$ cat config.mk
export PLATFORM = sky130hd
export DESIGN_NAME = neighbor_exclusion_arbiter_top_flat
export DESIGN_NICKNAME = d
export VERILOG_FILES = /design/src/nea_pkg.sv /design/src/nea_if.sv /design/src/neighbor_exclusion_arbiter_top.sv /design/src/nea_seat_bank.sv /design/src/flat_wrapper.sv
export SDC_FILE = /design/constraint.sdc
export NUM_CORES = 1
export LEC_CHECK = 0
export ABC_AREA = 1
export BUFFER_PORTS_ARGS = -buffer_cell sky130_fd_sc_hd__buf_2
export CORE_MARGIN = 2
export CORE_UTILIZATION = 60
export DETAILED_ROUTE_END_ITERATION = 7
export PLACE_DENSITY = 0.8
export SKIP_CTS_REPAIR_TIMING = 1
export SYNTH_ARGS = -nofsm -noshare
export SYNTH_HDL_FRONTEND = slang
export SYNTH_SLANG_ARGS = --single-unit
export TNS_END_PERCENT = 1
$ cat constraint.sdc
create_clock -name clk -period 8.1 [get_ports clk]
set_clock_uncertainty 0.05 [all_clocks]
set_input_delay 0.81 -clock clk [delete_from_list [all_inputs] [get_ports clk]]
set_output_delay 0.81 -clock clk [all_outputs]
set_load 0.01 [all_outputs]
$ cat src/nea_pkg.sv
// Package with the types, constants and ring helpers of the neighbor exclusion arbiter.
package nea_pkg;

	localparam int NUM_SEATS  = 5;
	localparam int SEAT_IDX_W = $clog2(NUM_SEATS);
	localparam int SEAT_W     = 3;
	localparam int CNT_W      = 4;

	localparam logic [CNT_W-1:0] COUNT_MAX   = '1;
	localparam logic [CNT_W-1:0] LIMIT_RESET = CNT_W'(10);

	typedef logic [SEAT_IDX_W-1:0] seat_idx_t;
	typedef logic [CNT_W-1:0]      count_t;

	typedef enum logic [1:0] {
		SEAT_THINKING = 2'd0,
		SEAT_HUNGRY   = 2'd1,
		SEAT_EATING   = 2'd2,
		SEAT_RESERVED = 2'd3
	} seat_state_t;

	typedef enum logic {
		OP_REQUEST = 1'b0,
		OP_RELEASE = 1'b1
	} op_t;

	typedef enum logic [1:0] {
		SEQ_IDLE,
		SEQ_FIRST,
		SEQ_SECOND
	} seq_state_t;

	// One test step for the seat bank: an optional state write ahead of the test.
	typedef struct packed {
		logic        en;
		logic        pre_en;
		seat_idx_t   pre_seat;
		seat_state_t pre_state;
		seat_idx_t   test_seat;
	} bank_cmd_t;

	function automatic seat_idx_t left_of(seat_idx_t s);
		return (s == '0) ? SEAT_IDX_W'(NUM_SEATS - 1) : s - 1'b1;
	endfunction

	function automatic seat_idx_t right_of(seat_idx_t s);
		return (s == SEAT_IDX_W'(NUM_SEATS - 1)) ? '0 : s + 1'b1;
	endfunction

	function automatic logic seat_blocks(seat_state_t st);
		return (st == SEAT_EATING) || (st == SEAT_RESERVED);
	endfunction

endpackage

$ cat src/nea_if.sv
// Valid/ready channel interfaces for the arbiter's input items and results.
interface nea_in_if
	import nea_pkg::*;
();
	logic              valid;
	logic              ready;
	logic [0:0]        operation;
	logic [SEAT_W-1:0] seat_id;

	modport source (output valid, output operation, output seat_id, input ready);
	modport sink   (input valid, input operation, input seat_id, output ready);
endinterface

interface nea_out_if
	import nea_pkg::*;
();
	logic              valid;
	logic              ready;
	logic [SEAT_W-1:0] tested_seat;
	logic              granted;
	logic              last;

	modport source (output valid, output tested_seat, output granted, output last,
		input ready);
	modport sink   (input valid, input tested_seat, input granted, input last,
		output ready);
endinterface

$ cat src/neighbor_exclusion_arbiter_top.sv
// Top level of the neighbor exclusion arbiter: item register, test sequencer, result register.
//
// This block arbitrates among a ring of NUM_SEATS seats, where a seat
// may eat only while neither ring neighbor is eating or reserved. A request item
// (operation 0) makes the seat hungry and tests it, giving one result; a release item
// (operation 1) makes the seat thinking and then tests the left neighbor and the right
// neighbor, giving two results, the second with last set. A seat_id of NUM_SEATS or more
// is taken and dropped without any result. A request needs one test step and a release two,
// because the seat bank holds one test unit that evaluates one seat per cycle while the
// result register is not stalled, and the right-hand test must see the state left by the
// left-hand test. A new item is taken in the same cycle as the final test of the previous
// one. The result register holds one finished result; while it waits for its transfer the
// next test step stalls, and at most one further item is taken into the item register.
// Seat states and blocked counts are cleared directly by reset, so the block is ready
// as soon as reset is released. The starvation limit resets to 10 and is written through
// cfg_we and cfg_wdata; it should only be changed while no item is in flight.
module neighbor_exclusion_arbiter_top
	import nea_pkg::*;
(
	input  logic             clk,
	input  logic             arst_n,
	nea_in_if.sink           item,
	nea_out_if.source        result,
	input  logic             cfg_we,
	input  logic [CNT_W-1:0] cfg_wdata
);

	// Configuration register.
	count_t limit_q;

	always_ff @(posedge clk or negedge arst_n) begin
		if (!arst_n) begin
			limit_q <= LIMIT_RESET;
		end else if (cfg_we) begin
			limit_q <= cfg_wdata;
		end
	end

	// Item register and sequencer state.
	seq_state_t seq_state_q;
	seq_state_t seq_state_d;
	op_t        op_s1;
	seat_idx_t  seat_s1;

	// Result register.
	logic              res_valid_s2;
	logic [SEAT_W-1:0] res_seat_s2;
	logic              res_granted_s2;
	logic              res_last_s2;

	bank_cmd_t cmd;
	logic      step;
	logic      finish;
	logic      in_range;
	logic      accept;
	logic      step_last;
	logic      test_granted;

	// A test step runs whenever an item is loaded and the result register is free or
	// being emptied by a transfer in this cycle.
	assign step   = (seq_state_q != SEQ_IDLE) && (!res_valid_s2 || result.ready);
	assign finish = step && (((seq_state_q == SEQ_FIRST) && (op_s1 == OP_REQUEST)) ||
		(seq_state_q == SEQ_SECOND));

	assign item.ready = (seq_state_q == SEQ_IDLE) || finish;
	assign in_range   = 32'(item.seat_id) < NUM_SEATS;
	assign accept     = item.valid && item.ready && in_range;

	// Next state of the sequencer.
	always_comb begin
		seq_state_d = seq_state_q;
		unique case (seq_state_q)
			SEQ_IDLE: begin
				if (accept) begin
					seq_state_d = SEQ_FIRST;
				end
			end
			SEQ_FIRST: begin
				if (step) begin
					if (op_s1 == OP_REQUEST) begin
						seq_state_d = accept ? SEQ_FIRST : SEQ_IDLE;
					end else begin
						seq_state_d = SEQ_SECOND;
					end
				end
			end
			SEQ_SECOND: begin
				if (step) begin
					seq_state_d = accept ? SEQ_FIRST : SEQ_IDLE;
				end
			end
			default: begin
				seq_state_d = SEQ_IDLE;
			end
		endcase
	end

	// Sequencer outputs: the test command for the seat bank. The first step of an item
	// also writes the new state of the item's own seat ahead of the test.
	always_comb begin
		cmd.en        = step;
		cmd.pre_en    = 1'b0;
		cmd.pre_seat  = seat_s1;
		cmd.pre_state = SEAT_THINKING;
		cmd.test_seat = seat_s1;
		step_last     = 1'b1;
		unique case (seq_state_q)
			SEQ_IDLE: begin
				cmd.en = 1'b0;
			end
			SEQ_FIRST: begin
				cmd.pre_en = 1'b1;
				if (op_s1 == OP_REQUEST) begin
					cmd.pre_state = SEAT_HUNGRY;
					cmd.test_seat = seat_s1;
					step_last     = 1'b1;
				end else begin
					cmd.pre_state = SEAT_THINKING;
					cmd.test_seat = left_of(seat_s1);
					step_last     = 1'b0;
				end
			end
			SEQ_SECOND: begin
				cmd.test_seat = right_of(seat_s1);
				step_last     = 1'b1;
			end
			default: begin
				cmd.en = 1'b0;
			end
		endcase
	end

	nea_seat_bank u_bank (
		.clk     (clk),
		.arst_n  (arst_n),
		.cmd     (cmd),
		.limit   (limit_q),
		.granted (test_granted)
	);

	always_ff @(posedge clk or negedge arst_n) begin
		if (!arst_n) begin
			seq_state_q <= SEQ_IDLE;
		end else begin
			seq_state_q <= seq_state_d;
		end
	end

	always_ff @(posedge clk) begin
		if (accept) begin
			op_s1   <= op_t'(item.operation);
			seat_s1 <= SEAT_IDX_W'(item.seat_id);
		end
	end

	always_ff @(posedge clk or negedge arst_n) begin
		if (!arst_n) begin
			res_valid_s2 <= 1'b0;
		end else if (step) begin
			res_valid_s2 <= 1'b1;
		end else if (result.ready) begin
			res_valid_s2 <= 1'b0;
		end
	end

	always_ff @(posedge clk) begin
		if (step) begin
			res_seat_s2    <= SEAT_W'(cmd.test_seat);
			res_granted_s2 <= test_granted;
			res_last_s2    <= step_last;
		end
	end

	assign result.valid       = res_valid_s2;
	assign result.tested_seat = res_seat_s2;
	assign result.granted     = res_granted_s2;
	assign result.last        = res_last_s2;

`ifndef SYNTHESIS
	// A result without last is the left-hand test of a release, so the right-hand test
	// must still be pending.
	assert property (@(posedge clk) disable iff (!arst_n)
		(res_valid_s2 && !res_last_s2) |-> (seq_state_q == SEQ_SECOND))
		else $error("non-final result without a pending second test");

	// The second test only ever belongs to a release item.
	assert property (@(posedge clk) disable iff (!arst_n)
		(seq_state_q == SEQ_SECOND) |-> (op_s1 == OP_RELEASE))
		else $error("second test step for a request item");

	// A test step always leaves a result in the result register.
	assert property (@(posedge clk) disable iff (!arst_n)
		step |=> (res_valid_s2 && (res_last_s2 == $past(step_last))))
		else $error("test step did not load the result register");
`endif

endmodule

$ cat src/nea_seat_bank.sv
// Seat state and blocked count storage with the single-seat grant test.
module nea_seat_bank
	import nea_pkg::*;
(
	input  logic      clk,
	input  logic      arst_n,
	input  bank_cmd_t cmd,
	input  count_t    limit,
	output logic      granted
);

	seat_state_t state_q [NUM_SEATS];
	count_t      count_q [NUM_SEATS];
	seat_state_t view    [NUM_SEATS];
	seat_state_t state_d [NUM_SEATS];
	count_t      count_d [NUM_SEATS];
	seat_state_t cur;
	count_t      cnt_inc;
	logic        nb_free;

	always_comb begin
		view = state_q;
		if (cmd.pre_en) begin
			view[cmd.pre_seat] = cmd.pre_state;
		end
		cur     = view[cmd.test_seat];
		nb_free = !seat_blocks(view[left_of(cmd.test_seat)]) &&
			!seat_blocks(view[right_of(cmd.test_seat)]);
		granted = ((cur == SEAT_HUNGRY) || (cur == SEAT_RESERVED)) && nb_free;
		cnt_inc = (count_q[cmd.test_seat] == COUNT_MAX) ? COUNT_MAX
			: count_q[cmd.test_seat] + 1'b1;

		state_d = view;
		count_d = count_q;
		if (granted) begin
			state_d[cmd.test_seat] = SEAT_EATING;
			count_d[cmd.test_seat] = '0;
		end else if (cur == SEAT_HUNGRY) begin
			count_d[cmd.test_seat] = cnt_inc;
			if (cnt_inc >= limit) begin
				state_d[cmd.test_seat] = SEAT_RESERVED;
			end
		end
	end

	always_ff @(posedge clk or negedge arst_n) begin
		if (!arst_n) begin
			for (int i = 0; i < NUM_SEATS; i++) begin
				state_q[i] <= SEAT_THINKING;
				count_q[i] <= '0;
			end
		end else if (cmd.en) begin
			state_q <= state_d;
			count_q <= count_d;
		end
	end

endmodule
$ cat src/flat_wrapper.sv
// flat-port wrapper written by rule: the top's interface ports become plain ports
module neighbor_exclusion_arbiter_top_flat import nea_pkg::*;
  (clk, arst_n, cfg_we, cfg_wdata, item_valid, item_operation, item_seat_id, item_ready, result_valid, result_tested_seat, result_granted, result_last, result_ready);
  nea_in_if item_i ();
  nea_out_if result_i ();
  input  logic clk;
  input  logic arst_n;
  input  logic cfg_we;
  input  logic [CNT_W-1:0] cfg_wdata;
  input wire logic [$bits(item_i.valid)-1:0] item_valid;
  input wire logic [$bits(item_i.operation)-1:0] item_operation;
  input wire logic [$bits(item_i.seat_id)-1:0] item_seat_id;
  output wire logic [$bits(item_i.ready)-1:0] item_ready;
  output wire logic [$bits(result_i.valid)-1:0] result_valid;
  output wire logic [$bits(result_i.tested_seat)-1:0] result_tested_seat;
  output wire logic [$bits(result_i.granted)-1:0] result_granted;
  output wire logic [$bits(result_i.last)-1:0] result_last;
  input wire logic [$bits(result_i.ready)-1:0] result_ready;
  assign item_i.valid = item_valid;
  assign item_i.operation = item_operation;
  assign item_i.seat_id = item_seat_id;
  assign item_ready = item_i.ready;
  assign result_valid = result_i.valid;
  assign result_tested_seat = result_i.tested_seat;
  assign result_granted = result_i.granted;
  assign result_last = result_i.last;
  assign result_i.ready = result_ready;
  neighbor_exclusion_arbiter_top u_core (.clk(clk), .arst_n(arst_n), .item(item_i), .result(result_i), .cfg_we(cfg_we), .cfg_wdata(cfg_wdata));
endmodule
==> results.sh <==
export IMPL_drtIter0Drc=368
export IMPL_ys_async_sr_fraction_pct=80.4
export IMPL_end_kind="flop"
export IMPL_routabilityCongestion=0.897
export IMPL_avgRoutedWirePerCell_microns=13.4
export IMPL_drt_pass1_iter_count=5
export IMPL_finalCritPeriodShare_pct=51.2
export IMPL_rsz0062_at_grt="no"
export IMPL_area_delta_synth_final_pct=5.74
export IMPL_hold_viol=0
export IMPL_critPathTopFamily="simple AND/OR/NAND/NOR gates"
export IMPL_cts_root_buf="clkbuf_8"
export IMPL_clockBufferDepth=2
export IMPL_fmax_mhz=241
export IMPL_drtAntennaViolNets=0
export IMPL_cts_buffers=5
export IMPL_drv_cap=0
export IMPL_path_cells="inv_1 > ha_1 > nand2_2 > nand4_1 > nand3_2 > nand2_1 > a21oi_1 > a21oi_1 > ha_1 > nand3b_2 > o21ai_1 > inv_1 > ha_1 > inv_1 > a21oi_1 > o21ai_0 > nand2_1 > a21oi_1 > o21a_1 > o21ai_0 > nand2_1 > nand2_1 > nand2_1 > nand2_1"
export IMPL_final_nets=507
export IMPL_cp_num_buf_inv=3
export IMPL_seqPwrFrac_pct=23.9
export IMPL_clock_power_share_pct=10.7
export IMPL_die_y_microns=78.1
export IMPL_yosys_warnings=0
export IMPL_h_tree_depth=2
export IMPL_whs_ns=0.430
export IMPL_portBuffers=19
export IMPL_clkLatencyLatePin_ns=0.30
export IMPL_slowest_stage="nand2_1"
export IMPL_fin_area_sq_um=3480
export IMPL_slew_violations=0
export IMPL_crit_type="reg2reg"
export IMPL_netlist_top_cells_count="172 x nand2_1, 50 x inv_1, 47 x nand3_1"
export IMPL_yosys_cell_types_count=35
export IMPL_antenna_found_initial=0
export IMPL_timing_slew_headroom_pct=43.8
export IMPL_leakage_uw=0.00185
export IMPL_antenna_cells=0
export IMPL_grt_pass1_vias=2836
export IMPL_status="completed"
export IMPL_intPower_uw=692
export IMPL_grt_total_usage_pct=25.8
export IMPL_grt_pass1_wl_mm=12.8
export IMPL_cts_tree="done"
export IMPL_crit_path_start_kind="flop"
export IMPL_viasPerCell=5.49
export IMPL_p_sw_uw=781
export IMPL_synthTopCellsByArea="dfrtp_1 27%, nand2_1 20%, edfxtp_1 8.2%"
export IMPL_post_synth_top_area_cell="dfrtp_1"
export IMPL_clkSinkCount=46
export IMPL_layout_min_cycle_time_ns=4.14
export IMPL_hpwlAfterDp_mm=5.55
export IMPL_path_clk_slew_ns=0.09
export IMPL_ios=20
export IMPL_synth_area_per_cell_sq_um=7.10
export IMPL_vias=3022
export IMPL_synth_most_common_cell="nand2_1"
export IMPL_die_w_microns=78.1
export IMPL_p_sw_share_pct=53.0
export IMPL_core_area_sq_um=5200
export IMPL_cp_common_cell="nand2_1"
export IMPL_slowest_delay_ns=0.52
export IMPL_power_density_cell_area_nw_per_um2=423
export IMPL_drive_gt1_share_pct=12.9
export IMPL_grt_max_degree=38
export IMPL_required_ns=8.25
export IMPL_syn_num_nets=492
export IMPL_hold_path_class="reg2reg"
export IMPL_placed_area_sq_um=3380
export IMPL_worstPathArrival_ns=4.30
export IMPL_ys_seq_area_share_pct=36.4
export IMPL_synth_ff_type="dfrtp_1"
export IMPL_syn_inst=464
export IMPL_cp_max_fo=20
export IMPL_finalSetupTns_ns=0
export IMPL_dieArea_sq_um=6100
export IMPL_gr_total_overflow=0
export IMPL_drc=0
export IMPL_syn_area_sq_um=3290
export IMPL_synth_edf_count=9
export IMPL_fp_row_count=26
export IMPL_start_util_pct=63.3
export IMPL_irDropWorstVdd_mv=0.191
export IMPL_tightest_slew_ns=0.843
export IMPL_setup_viol=0
export IMPL_synth_top_area_share_pct=26.6
export IMPL_combPwrFrac_pct=65.5
export IMPL_routed_wl_mm=7.35
export IMPL_synth_seq_cells=46
[final timing paths]
| path | slack [ns] | end | cells after the start | startpoint |
|---|---|---|---|---|
| min in group asynchronous | 0.56 | u_core.limit_q[2] | 1 | arst_n |
| min reg2reg | 0.43 | u_core.u_bank.count_q[16] | 2 | u_core.u_bank.count_q[16] |
| max | 3.96 | u_core.u_bank.state_q[3] | 24 | u_core.seat_s1[0] |
| min | 0.43 | u_core.u_bank.count_q[16] | 2 | u_core.u_bank.count_q[16] |
| max reg2reg | 3.96 | u_core.u_bank.state_q[3] | 24 | u_core.seat_s1[0] |
| max in group asynchronous | 6.91 | u_core.u_bank.state_q[8] | 1 | arst_n |
[state kept, by name, indices dropped and copies added, names as in the netlist, 2 cells and up]
signal and flops:
u_core.u_bank.state_q 10, u_core.limit_q 4, u_core.result.tested_seat 3, u_core.u_bank.count_q 20, u_core.seq_state_q 2, u_core.seat_s1 3
[through the flow]
step	cells	total power, uW	util, %	worst slack [ns]
final	550	1470	66.9	3.96
after global routing	550	1610	66.9	3.58
after CTS	550	1460	66.9	3.98
after detailed placement	542	1300	64.9	3.98
after global placement	542	1270	64.9	4.14
after floorplan	464	1110	-	4.56
[power groups by stage]
stage               registers (uW)  logic [uW]  clock network [uW]
floorplan                      352         759                   0
global placement               353         919                   0
detailed placement             355         946                   0
CTS                            351         950                 161
global route                   362        1080                 172
finish                         352         964                 157
[worst reg2reg max path, cell delays in order, from the launching register on]
cell      delay (ns)
edfxtp_1        0.51
inv_1           0.15
ha_1            0.24
nand2_2         0.09
nand4_1         0.12
nand3_2         0.14
nand2_1         0.52
a21oi_1         0.09
a21oi_1         0.27
ha_1            0.25
nand3b_2        0.13
o21ai_1         0.21
inv_1           0.06
ha_1            0.26
inv_1           0.05
a21oi_1         0.05
o21ai_0         0.13
nand2_1         0.06
a21oi_1         0.23
o21a_1          0.17
o21ai_0         0.08
nand2_1         0.06
nand2_1         0.05
nand2_1         0.05
nand2_1         0.04
[layer usage]
| metal | up-vias | wire length [microns] | global-route usage, % |
|---|---|---|---|
| li1 | 1499 | - | - |
| met1 | 1387 | 3280 | 36.2 |
| met2 | 124 | 3380 | 42.2 |
| met3 | 12 | 584 | 4.02 |
| met4 | 0 | 100 | 6.67 |
| met5 | - | 0 | 0 |
[cell families after synthesis]
logic type	share of synthesized area, %
mux	0.342
fa+ha+maj	5.70
buf+inv	9.80
compound gates	10.3
flops	36.4
simple gates	37.5
[placed cells by master, fill, tap and decap left out, types with 5 or more instances in the layout]
cell type,synthesis,routed
ha_1,15,15
nand2_2,6,6
a21oi_1,10,10
nand3_1,47,47
buf_2,0,19
nor2_1,28,28
clkbuf_8,0,5
inv_1,50,50
nand2_1,172,172
edfxtp_1,9,9
nand3b_1,10,10
dfrtp_1,35,35
inv_2,5,5
o21ai_0,28,28
[layout make-up]
| class | instances | area, sq um |
|---|---|---|
| timing repair buffer | 20 | 103 |
| sequential | 46 | 1200 |
| multi-input combinational | 348 | 1770 |
| clock buffer | 6 | 93.8 |
| fill | 452 | 1720 |
| clock inverter | 2 | 10.0 |
| tap | 70 | 87.6 |
| inverter | 58 | 218 |
Power figures use the tool's default switching activity.
